==> config.mk <==
export PLATFORM = sky130hd
export DESIGN_NAME = sorted_key_table_search
export DESIGN_NICKNAME = d
export VERILOG_FILES = /design/src/rtl/skts_pkg.sv /design/src/rtl/sorted_key_table_search.sv /design/src/rtl/skts_key_ram.sv /design/src/rtl/skts_cmp.sv /design/src/rtl/skts_seq.sv
export SDC_FILE = /design/constraint.sdc
export NUM_CORES = 2
export LEC_CHECK = 0
export BUFFER_PORTS_ARGS = -buffer_cell sky130_fd_sc_hd__buf_2
export CELL_PAD_IN_SITES_DETAIL_PLACEMENT = 0
export CELL_PAD_IN_SITES_GLOBAL_PLACEMENT = 1
export CORE_UTILIZATION = 40
export DETAILED_ROUTE_END_ITERATION = 16
export PLACE_DENSITY_LB_ADDON = 0.15
export SLEW_MARGIN = 5
export SYNTH_ARGS = -nofsm -noshare
export SYNTH_HDL_FRONTEND = slang
export SYNTH_SLANG_ARGS = --single-unit
export TNS_END_PERCENT = 20
==> constraint.sdc <==
create_clock -name clk -period 20 [get_ports clk]
set_input_delay 1 -clock clk [delete_from_list [all_inputs] [get_ports clk]]
set_output_delay 1 -clock clk [all_outputs]
set_load 0.05 [all_outputs]
==> src/rtl/skts_pkg.sv <==
// ----------------------------------------------------------------------------
// skts_pkg
// Shared types and constants for the sorted key table search block.
// ----------------------------------------------------------------------------
package skts_pkg;

  // table geometry
  localparam int TABLE_DEPTH = 64;
  localparam int IDX_BITS    = $clog2(TABLE_DEPTH);
  localparam int CNT_BITS    = IDX_BITS + 1;
  localparam int KEY_BITS    = 32;

  // stream field widths
  localparam int OP_BITS     = 2;
  localparam int STATUS_BITS = 2;
  localparam int FOUND_BITS  = 6;

  // config port
  localparam int APB_ADDR_BITS  = 3;
  localparam int APB_DATA_BITS  = 32;
  localparam logic REG_TABLE_SIZE = 1'b0;  // word select, paddr[2]

  // operation codes
  localparam logic [OP_BITS-1:0] OP_WRITE  = 2'd0;
  localparam logic [OP_BITS-1:0] OP_CHECK  = 2'd1;
  localparam logic [OP_BITS-1:0] OP_SEARCH = 2'd2;
  localparam logic [OP_BITS-1:0] OP_NOP    = 2'd3;

  // status codes
  localparam logic [STATUS_BITS-1:0] ST_OK          = 2'd0;
  localparam logic [STATUS_BITS-1:0] ST_NOT_FOUND   = 2'd1;
  localparam logic [STATUS_BITS-1:0] ST_NOT_ORDERED = 2'd2;
  localparam logic [STATUS_BITS-1:0] ST_INVALID     = 2'd3;

  typedef logic [KEY_BITS-1:0]    key_t;
  typedef logic [IDX_BITS-1:0]    idx_t;
  typedef logic [CNT_BITS-1:0]    cnt_t;
  typedef logic [OP_BITS-1:0]     op_t;
  typedef logic [STATUS_BITS-1:0] status_t;

  // key memory access from the sequencer
  typedef struct packed {
    logic wr_en;
    idx_t wr_addr;
    key_t wr_data;
    idx_t rd_addr;
  } ram_req_t;

  // comparator flags: a == b, a < b
  typedef struct packed {
    logic eq;
    logic lt;
  } cmp_res_t;

  // one result toward the output register
  typedef struct packed {
    status_t                 status;
    logic [FOUND_BITS-1:0]   found_index;
  } result_t;

  // midpoint of the half-open range [lo, hi), hi > lo
  function automatic idx_t mid_of(input cnt_t lo, input cnt_t hi);
    cnt_t span;
    cnt_t sum;
    span = hi - lo - cnt_t'(1);
    sum  = lo + (span >> 1);
    return sum[IDX_BITS-1:0];
  endfunction

endpackage

==> src/rtl/sorted_key_table_search.sv <==
// ----------------------------------------------------------------------------
// sorted_key_table_search
// Key table with entry writes, strict-ordering check and binary search.
// ----------------------------------------------------------------------------
// One request is worked at a time; s_axis_tready is high only while the
// sequencer is idle, and the finished result sits in an output register so
// the next request can enter while it waits. Each step of a check or search
// is one registered read of the key memory plus one pass through the shared
// comparator: a search makes one step per probe (at most 7 probes for 64
// entries), a check one step per slot walked (up to table_size), and a write
// or unused op no step. table_size above 64 is treated as 64. Slots read by
// a check or search must have been written.
module sorted_key_table_search (
  input  logic        clk,
  input  logic        rst,
  // request stream
  input  logic        s_axis_tvalid,
  output logic        s_axis_tready,
  input  logic [39:0] s_axis_tdata,   // op[1:0], entry_index[7:2], key[39:8]
  // result stream
  output logic        m_axis_tvalid,
  input  logic        m_axis_tready,
  output logic [7:0]  m_axis_tdata,   // status[1:0], found_index[7:2]
  // config port
  input  logic        psel,
  input  logic        penable,
  input  logic        pwrite,
  input  logic [skts_pkg::APB_ADDR_BITS-1:0] paddr,
  input  logic [skts_pkg::APB_DATA_BITS-1:0] pwdata,
  output logic [skts_pkg::APB_DATA_BITS-1:0] prdata,
  output logic        pready
);
  import skts_pkg::*;

  cnt_t     table_size;
  cnt_t     n_used;
  ram_req_t ram_req;
  key_t     rd_data;
  key_t     cmp_b;
  cmp_res_t cmp;
  logic     done_valid;
  logic     done_ready;
  result_t  result;
  result_t  out_reg;

  // config register
  assign pready = 1'b1;

  always_ff @(posedge clk) begin
    if (rst) begin
      table_size <= '0;
    end else if (psel && penable && pwrite && pready && (paddr[2] == REG_TABLE_SIZE)) begin
      table_size <= pwdata[CNT_BITS-1:0];
    end
  end

  assign prdata = (paddr[2] == REG_TABLE_SIZE) ?
                  {{(APB_DATA_BITS-CNT_BITS){1'b0}}, table_size} : '0;

  // slots in use, saturated at the table depth
  assign n_used = (table_size > cnt_t'(TABLE_DEPTH)) ? cnt_t'(TABLE_DEPTH) : table_size;

  skts_seq u_seq (
    .clk         (clk),
    .rst         (rst),
    .in_valid    (s_axis_tvalid),
    .in_ready    (s_axis_tready),
    .op          (s_axis_tdata[1:0]),
    .entry_index (s_axis_tdata[7:2]),
    .key         (s_axis_tdata[39:8]),
    .n_used      (n_used),
    .ram_req     (ram_req),
    .rd_data     (rd_data),
    .cmp_b       (cmp_b),
    .cmp         (cmp),
    .done_valid  (done_valid),
    .done_ready  (done_ready),
    .result      (result)
  );

  skts_key_ram u_ram (
    .clk     (clk),
    .req     (ram_req),
    .rd_data (rd_data)
  );

  skts_cmp u_cmp (
    .a   (rd_data),
    .b   (cmp_b),
    .res (cmp)
  );

  // output register
  assign done_ready = !m_axis_tvalid || m_axis_tready;

  always_ff @(posedge clk) begin
    if (rst) begin
      m_axis_tvalid <= 1'b0;
    end else if (done_ready) begin
      m_axis_tvalid <= done_valid;
    end
  end

  always_ff @(posedge clk) begin
    if (done_ready && done_valid) begin
      out_reg <= result;
    end
  end

  assign m_axis_tdata = {out_reg.found_index, out_reg.status};

endmodule

==> src/rtl/skts_key_ram.sv <==
// ----------------------------------------------------------------------------
// skts_key_ram
// Key store: one write port, one read port with registered read data.
// ----------------------------------------------------------------------------
module skts_key_ram (
  input  logic            clk,
  input  skts_pkg::ram_req_t req,
  output skts_pkg::key_t  rd_data
);
  import skts_pkg::*;

  key_t mem [TABLE_DEPTH];

  // write and synchronous read
  always_ff @(posedge clk) begin
    if (req.wr_en) begin
      mem[req.wr_addr] <= req.wr_data;
    end
    rd_data <= mem[req.rd_addr];
  end

endmodule

==> src/rtl/skts_cmp.sv <==
// ----------------------------------------------------------------------------
// skts_cmp
// Shared key comparator used by both the ordering walk and the search.
// ----------------------------------------------------------------------------
module skts_cmp (
  input  skts_pkg::key_t     a,
  input  skts_pkg::key_t     b,
  output skts_pkg::cmp_res_t res
);
  import skts_pkg::*;

  // unsigned magnitude compare
  assign res.eq = (a == b);
  assign res.lt = (a < b);

endmodule

==> src/rtl/skts_seq.sv <==
// ----------------------------------------------------------------------------
// skts_seq
// Sequencer: takes one request, steps the key memory and the comparator
// once per cycle, and holds the result until the output side takes it.
// ----------------------------------------------------------------------------
module skts_seq (
  input  logic                clk,
  input  logic                rst,
  input  logic                in_valid,
  output logic                in_ready,
  input  skts_pkg::op_t       op,
  input  skts_pkg::idx_t      entry_index,
  input  skts_pkg::key_t      key,
  input  skts_pkg::cnt_t      n_used,
  output skts_pkg::ram_req_t  ram_req,
  input  skts_pkg::key_t      rd_data,
  output skts_pkg::key_t      cmp_b,
  input  skts_pkg::cmp_res_t  cmp,
  output logic                done_valid,
  input  logic                done_ready,
  output skts_pkg::result_t   result
);
  import skts_pkg::*;

  localparam logic [1:0] S_IDLE = 2'd0;
  localparam logic [1:0] S_CHK  = 2'd1;
  localparam logic [1:0] S_SRCH = 2'd2;
  localparam logic [1:0] S_DONE = 2'd3;

  logic [1:0] state, state_next;
  idx_t       pos, pos_next;        // slot being probed
  cnt_t       left, left_next;      // search range [left, hi)
  cnt_t       hi, hi_next;
  key_t       operand, operand_next; // search key or last key seen
  status_t    status, status_next;
  idx_t       found, found_next;

  cnt_t       srch_left;
  cnt_t       srch_hi;
  idx_t       srch_mid;
  logic       accept;

  assign accept = in_valid && in_ready;

  // narrowed search range after the current probe
  always_comb begin
    if (cmp.lt) begin
      srch_left = {1'b0, pos} + cnt_t'(1);
      srch_hi   = hi;
    end else begin
      srch_left = left;
      srch_hi   = {1'b0, pos};
    end
  end

  assign srch_mid = mid_of(srch_left, srch_hi);

  // next-state logic
  always_comb begin
    state_next   = state;
    pos_next     = pos;
    left_next    = left;
    hi_next      = hi;
    operand_next = operand;
    status_next  = status;
    found_next   = found;
    unique case (state)
      S_IDLE: begin
        if (in_valid) begin
          status_next = ST_OK;
          found_next  = '0;
          unique case (op)
            OP_CHECK: begin
              if (n_used == '0) begin
                status_next = ST_INVALID;
                state_next  = S_DONE;
              end else begin
                pos_next     = '0;
                operand_next = '0;
                state_next   = S_CHK;
              end
            end
            OP_SEARCH: begin
              if (n_used == '0) begin
                status_next = ST_NOT_FOUND;
                state_next  = S_DONE;
              end else begin
                left_next    = '0;
                hi_next      = n_used;
                pos_next     = mid_of('0, n_used);
                operand_next = key;
                state_next   = S_SRCH;
              end
            end
            OP_WRITE, OP_NOP: begin
              state_next = S_DONE;
            end
          endcase
        end
      end
      S_CHK: begin
        // need rd_data > last key
        if (!cmp.lt && !cmp.eq) begin
          if (({1'b0, pos} + cnt_t'(1)) == n_used) begin
            status_next = ST_OK;
            state_next  = S_DONE;
          end else begin
            pos_next     = pos + idx_t'(1);
            operand_next = rd_data;
          end
        end else begin
          status_next = ST_NOT_ORDERED;
          state_next  = S_DONE;
        end
      end
      S_SRCH: begin
        if (cmp.eq) begin
          found_next  = pos;
          status_next = ST_OK;
          state_next  = S_DONE;
        end else begin
          left_next = srch_left;
          hi_next   = srch_hi;
          if (srch_left >= srch_hi) begin
            status_next = ST_NOT_FOUND;
            state_next  = S_DONE;
          end else begin
            pos_next = srch_mid;
          end
        end
      end
      S_DONE: begin
        if (done_ready) begin
          state_next = S_IDLE;
        end
      end
    endcase
  end

  // control state
  always_ff @(posedge clk) begin
    if (rst) begin
      state <= S_IDLE;
    end else begin
      state <= state_next;
    end
  end

  // working registers
  always_ff @(posedge clk) begin
    pos     <= pos_next;
    left    <= left_next;
    hi      <= hi_next;
    operand <= operand_next;
    status  <= status_next;
    found   <= found_next;
  end

  // memory: address the next probe so its data lands with the state
  assign ram_req.wr_en   = accept && (op == OP_WRITE);
  assign ram_req.wr_addr = entry_index;
  assign ram_req.wr_data = key;
  assign ram_req.rd_addr = pos_next;

  assign cmp_b              = operand;
  assign in_ready           = (state == S_IDLE);
  assign done_valid         = (state == S_DONE);
  assign result.status      = status;
  assign result.found_index = found;

`ifndef ASSERT_OFF
  a_srch_pos: assert property (@(posedge clk) disable iff (rst)
    state == S_SRCH |-> ({1'b0, pos} < n_used))
    else $error("search probe outside used slots");

  a_chk_pos: assert property (@(posedge clk) disable iff (rst)
    state == S_CHK |-> ({1'b0, pos} < n_used))
    else $error("ordering walk outside used slots");

  a_srch_range: assert property (@(posedge clk) disable iff (rst)
    state == S_SRCH |-> (left <= cnt_t'(pos)) && (cnt_t'(pos) < hi))
    else $error("probe outside search range");

  a_empty_chk: assert property (@(posedge clk) disable iff (rst)
    accept && op == OP_CHECK && n_used == '0 |=> state == S_DONE && status == ST_INVALID)
    else $error("empty table check not reported invalid");
`endif

endmodule
==> reports/results.ini <==
[final_layout]
drive_above_1_share_pct = 11.9
syn_to_final_growth_pct = 13.2
final_cell_area_mm2 = 0.100
finish.utilization_pct = 45.6
final_nets = 6341

[clock_network]
root_buffer = clkbuf_16
cts_resized = 0
cts_max_level = 4
hold_buffers = 0
postCtsSetupBuffers = 0
cts_sinks = 2158
insertion_delay_ps = 880
numCtsBuffers = 230
path_clk_slew_ps = 60
cts_tree = built
clockBufferDepth = 3

[setup_path]
r2r_end = u_ram.rd_data[0]$_DFF_P_
cpPeakStageDelay_ps = 740
crit_type = reg2reg
cp-end-kind = register
cp.arrival_ps = 10800
critPathMaxFanout = 136
cp.required_ps = 20720
crit_slowest_cell = buf_4
reg2reg_from = u_ram.rd_data[12]$_DFF_P_
ff2ff_path_depth = 25
crit_path_start_kind = register
path_common_cell = buf_4
rrSetupSlack_ps = 9930

[timing]
setup_violations = 0
finalCritPeriodShare_pct = 50.4
min_period_ps = 10070
hold_viol = 0
max_slew_margin_pct = 11.4
setup-tns-final_ps = 0
rsz0062_at_grt = no
worst_pin_slew_ps = 1320
fmax_mhz = 99.3
slew_viol_final = 0
fin_skew_ps = 31.9

[grt]
grt_usage_pct = 26.5
grt_pass1_vias = 53900
grt_overflow_total = 0
grt_max_degree = 169
antenna_found_initial = 25
grt_first_pass_wirelength_um = 419000

[synthesis]
syn_avg_cell_area_um2 = 14.4
netlist_area_mm2 = 0.0886
synth_edf_count = 2111
ys.flop_type = edfxtp_1
synth-seq-area-share_pct = 72.6
synth_cells = 6158
async_flop_share_pct = 0
ys_ff_latch = 2158
synth_warnings = 0
synth_cell_type_count = 90

[hold_path]
holdPathEnd = table_size[2]$_SDFFE_PP0P_
hp-start = pwdata[2]
worstHoldPathType = in2reg
hold_path_depth = 3

[drt]
drt_iter0_markers = 6267
drc = 0
wl_per_cell_um = 32.0
ant_nets = 0
dr.pass1.iters = 6
vias = 56300
viasPerCell = 6.01
routed_wirelength_um = 300000

[run_status]
status = complete, no violations

[die]
core-area_mm2 = 0.220
fp-row-count = 172
die_h_um = 473
die_w_um = 473
die-area_mm2 = 0.223
io_pins = 125
start_util_pct = 40.3

[run]
cap_violations = 0

[placed_design]
place_congestion = 0.861
dpl-instance-area_mm2 = 0.0929
io_buffers = 71
dp_hpwl_um = 161000

## through the flow
step / hold slack [ps] / std cells / setup WS (ps)
after floorplan: 400 / 6182 / 13680
after global placement: 411 / 8924 / 10160
after detailed placement: 405 / 8924 / 9980
after CTS: 292 / 9357 / 9930
after global routing: 345 / 9359 / 9570
final: 357 / 9367 / 9930
## cell usage in the layout (no fill, tap or decap), types with 17 or more instances in the layout
cell type,n
edfxtp_1,2111
nand2_1,914
a21oi_1,273
mux2i_1,271
clkbuf_16,234
nand4_1,226
buf_4,209
nand3_1,203
a211oi_1,178
and3_1,170
o31ai_1,104
a22o_1,93
buf_2,71
clkbuf_1,68
nor2_4,64
a41oi_1,63
clkinv_1,61
inv_1,60
ha_1,58
or3_1,56
o32a_1,55
nor2_1,54
a311oi_1,52
dfxtp_1,47
nor4_1,45
o21ai_0,44
a221oi_1,40
nor3_1,38
o32ai_1,38
clkinv_2,33
mux2_2,32
a31oi_1,28
a2111oi_0,26
a22oi_1,26
conb_1,26
a21o_1,24
a221o_1,20
a2bb2oi_1,18
bufinv_16,18
and4_1,17
## cell type report
class                   count  area, um^2
diodes                     10        25.0
clock buffers             308        6190
clock inverters           125        1090
fillers                 19600      120000
inverters                  67         275
multi-input cells        3453       22500
flip-flops and latches   2158       64300
well taps                2958        3700
repair buffers            288        2080
## logic make-up (layout without fill, tap and decap cells)
kind of cell / Yosys count / in the layout / synth area share (%)
adder cells (fa/ha/maj): 61 / 61 / 0.879
flip-flops: 2158 / 2158 / 72.6
XOR/XNOR: 17 / 17 / 0.177
AO/OA/AOI/OAI: 1180 / 1180 / 9.84
multiplexers: 303 / 303 / 3.47
other: 2 / 36 / 0.00848
buffers and inverters: 571 / 788 / 2.86
AND/OR/NAND/NOR: 1866 / 1866 / 10.1
## how the worst max path moves through the flow
stage	start	endpoint	cells after the start
after CTS	u_ram.rd_data[11]$_DFF_P_	u_ram.rd_data[19]$_DFF_P_	25
after global placement	u_ram.rd_data[11]$_DFF_P_	u_ram.rd_data[19]$_DFF_P_	25
final	u_ram.rd_data[12]$_DFF_P_	u_ram.rd_data[0]$_DFF_P_	25
after global routing	u_ram.rd_data[12]$_DFF_P_	u_ram.rd_data[19]$_DFF_P_	25
after detailed placement	u_ram.rd_data[11]$_DFF_P_	u_ram.rd_data[0]$_DFF_P_	25
after floorplan	u_seq.cmp_b[15]$_DFFE_PP_	u_ram.rd_data[18]$_DFF_P_	28
## registers in the layout (all words and copies together), names as in the netlist, named ones only
| name | flops |
|---|---|
| u_seq.cmp_b | 32 |
| u_ram.rd_data | 32 |
| u_seq.hi | 7 |
| u_seq.left | 7 |
| table_size | 7 |
| u_seq.pos | 5 |
| u_seq.status | 2 |
| u_ram.mem | 2048 |
| m_axis_tvalid | 1 |
| m_axis_tdata | 8 |
| u_seq.found | 6 |
| u_seq.state | 2 |
## cells in the mapped netlist (55+ instances only)
master | count | area [um^2]
mux2i_1 | 271 | 2710
inv_1 | 60 | 225
or3_1 | 56 | 350
a211oi_1 | 178 | 1340
a41oi_1 | 64 | 561
buf_2 | 147 | 736
o31ai_1 | 104 | 781
edfxtp_1 | 2111 | 63400
a21oi_1 | 276 | 1380
o32a_1 | 55 | 551
nor2_1 | 118 | 443
nand2_1 | 917 | 3440
a22o_1 | 93 | 815
clkbuf_1 | 266 | 998
ha_1 | 59 | 738
nand3_1 | 203 | 1020
and3_1 | 170 | 1060
nand4_1 | 226 | 1410
## layer usage
metal	routed length [um]	track usage, %	vias up
met1	129000	37.0	29300
met4	8220	7.61	16
met2	139000	41.9	2321
met3	23700	5.05	422
li1	-	-	24300
met5	107	0	-
## critical path: cells and delay by family (launching register included)
family	cells	cell delay, ps
AO/OA/AOI/OAI	7	2480
XOR/XNOR	1	220
adder cells (fa/ha/maj)	4	1570
buffers and inverters	6	3040
flip-flops	1	590
multiplexers	1	260
AND/OR/NAND/NOR	6	1550
Power is left out: the tool's default activity adds up to more than one toggle a clock period on the data nets, which glitch-free logic cannot reach.
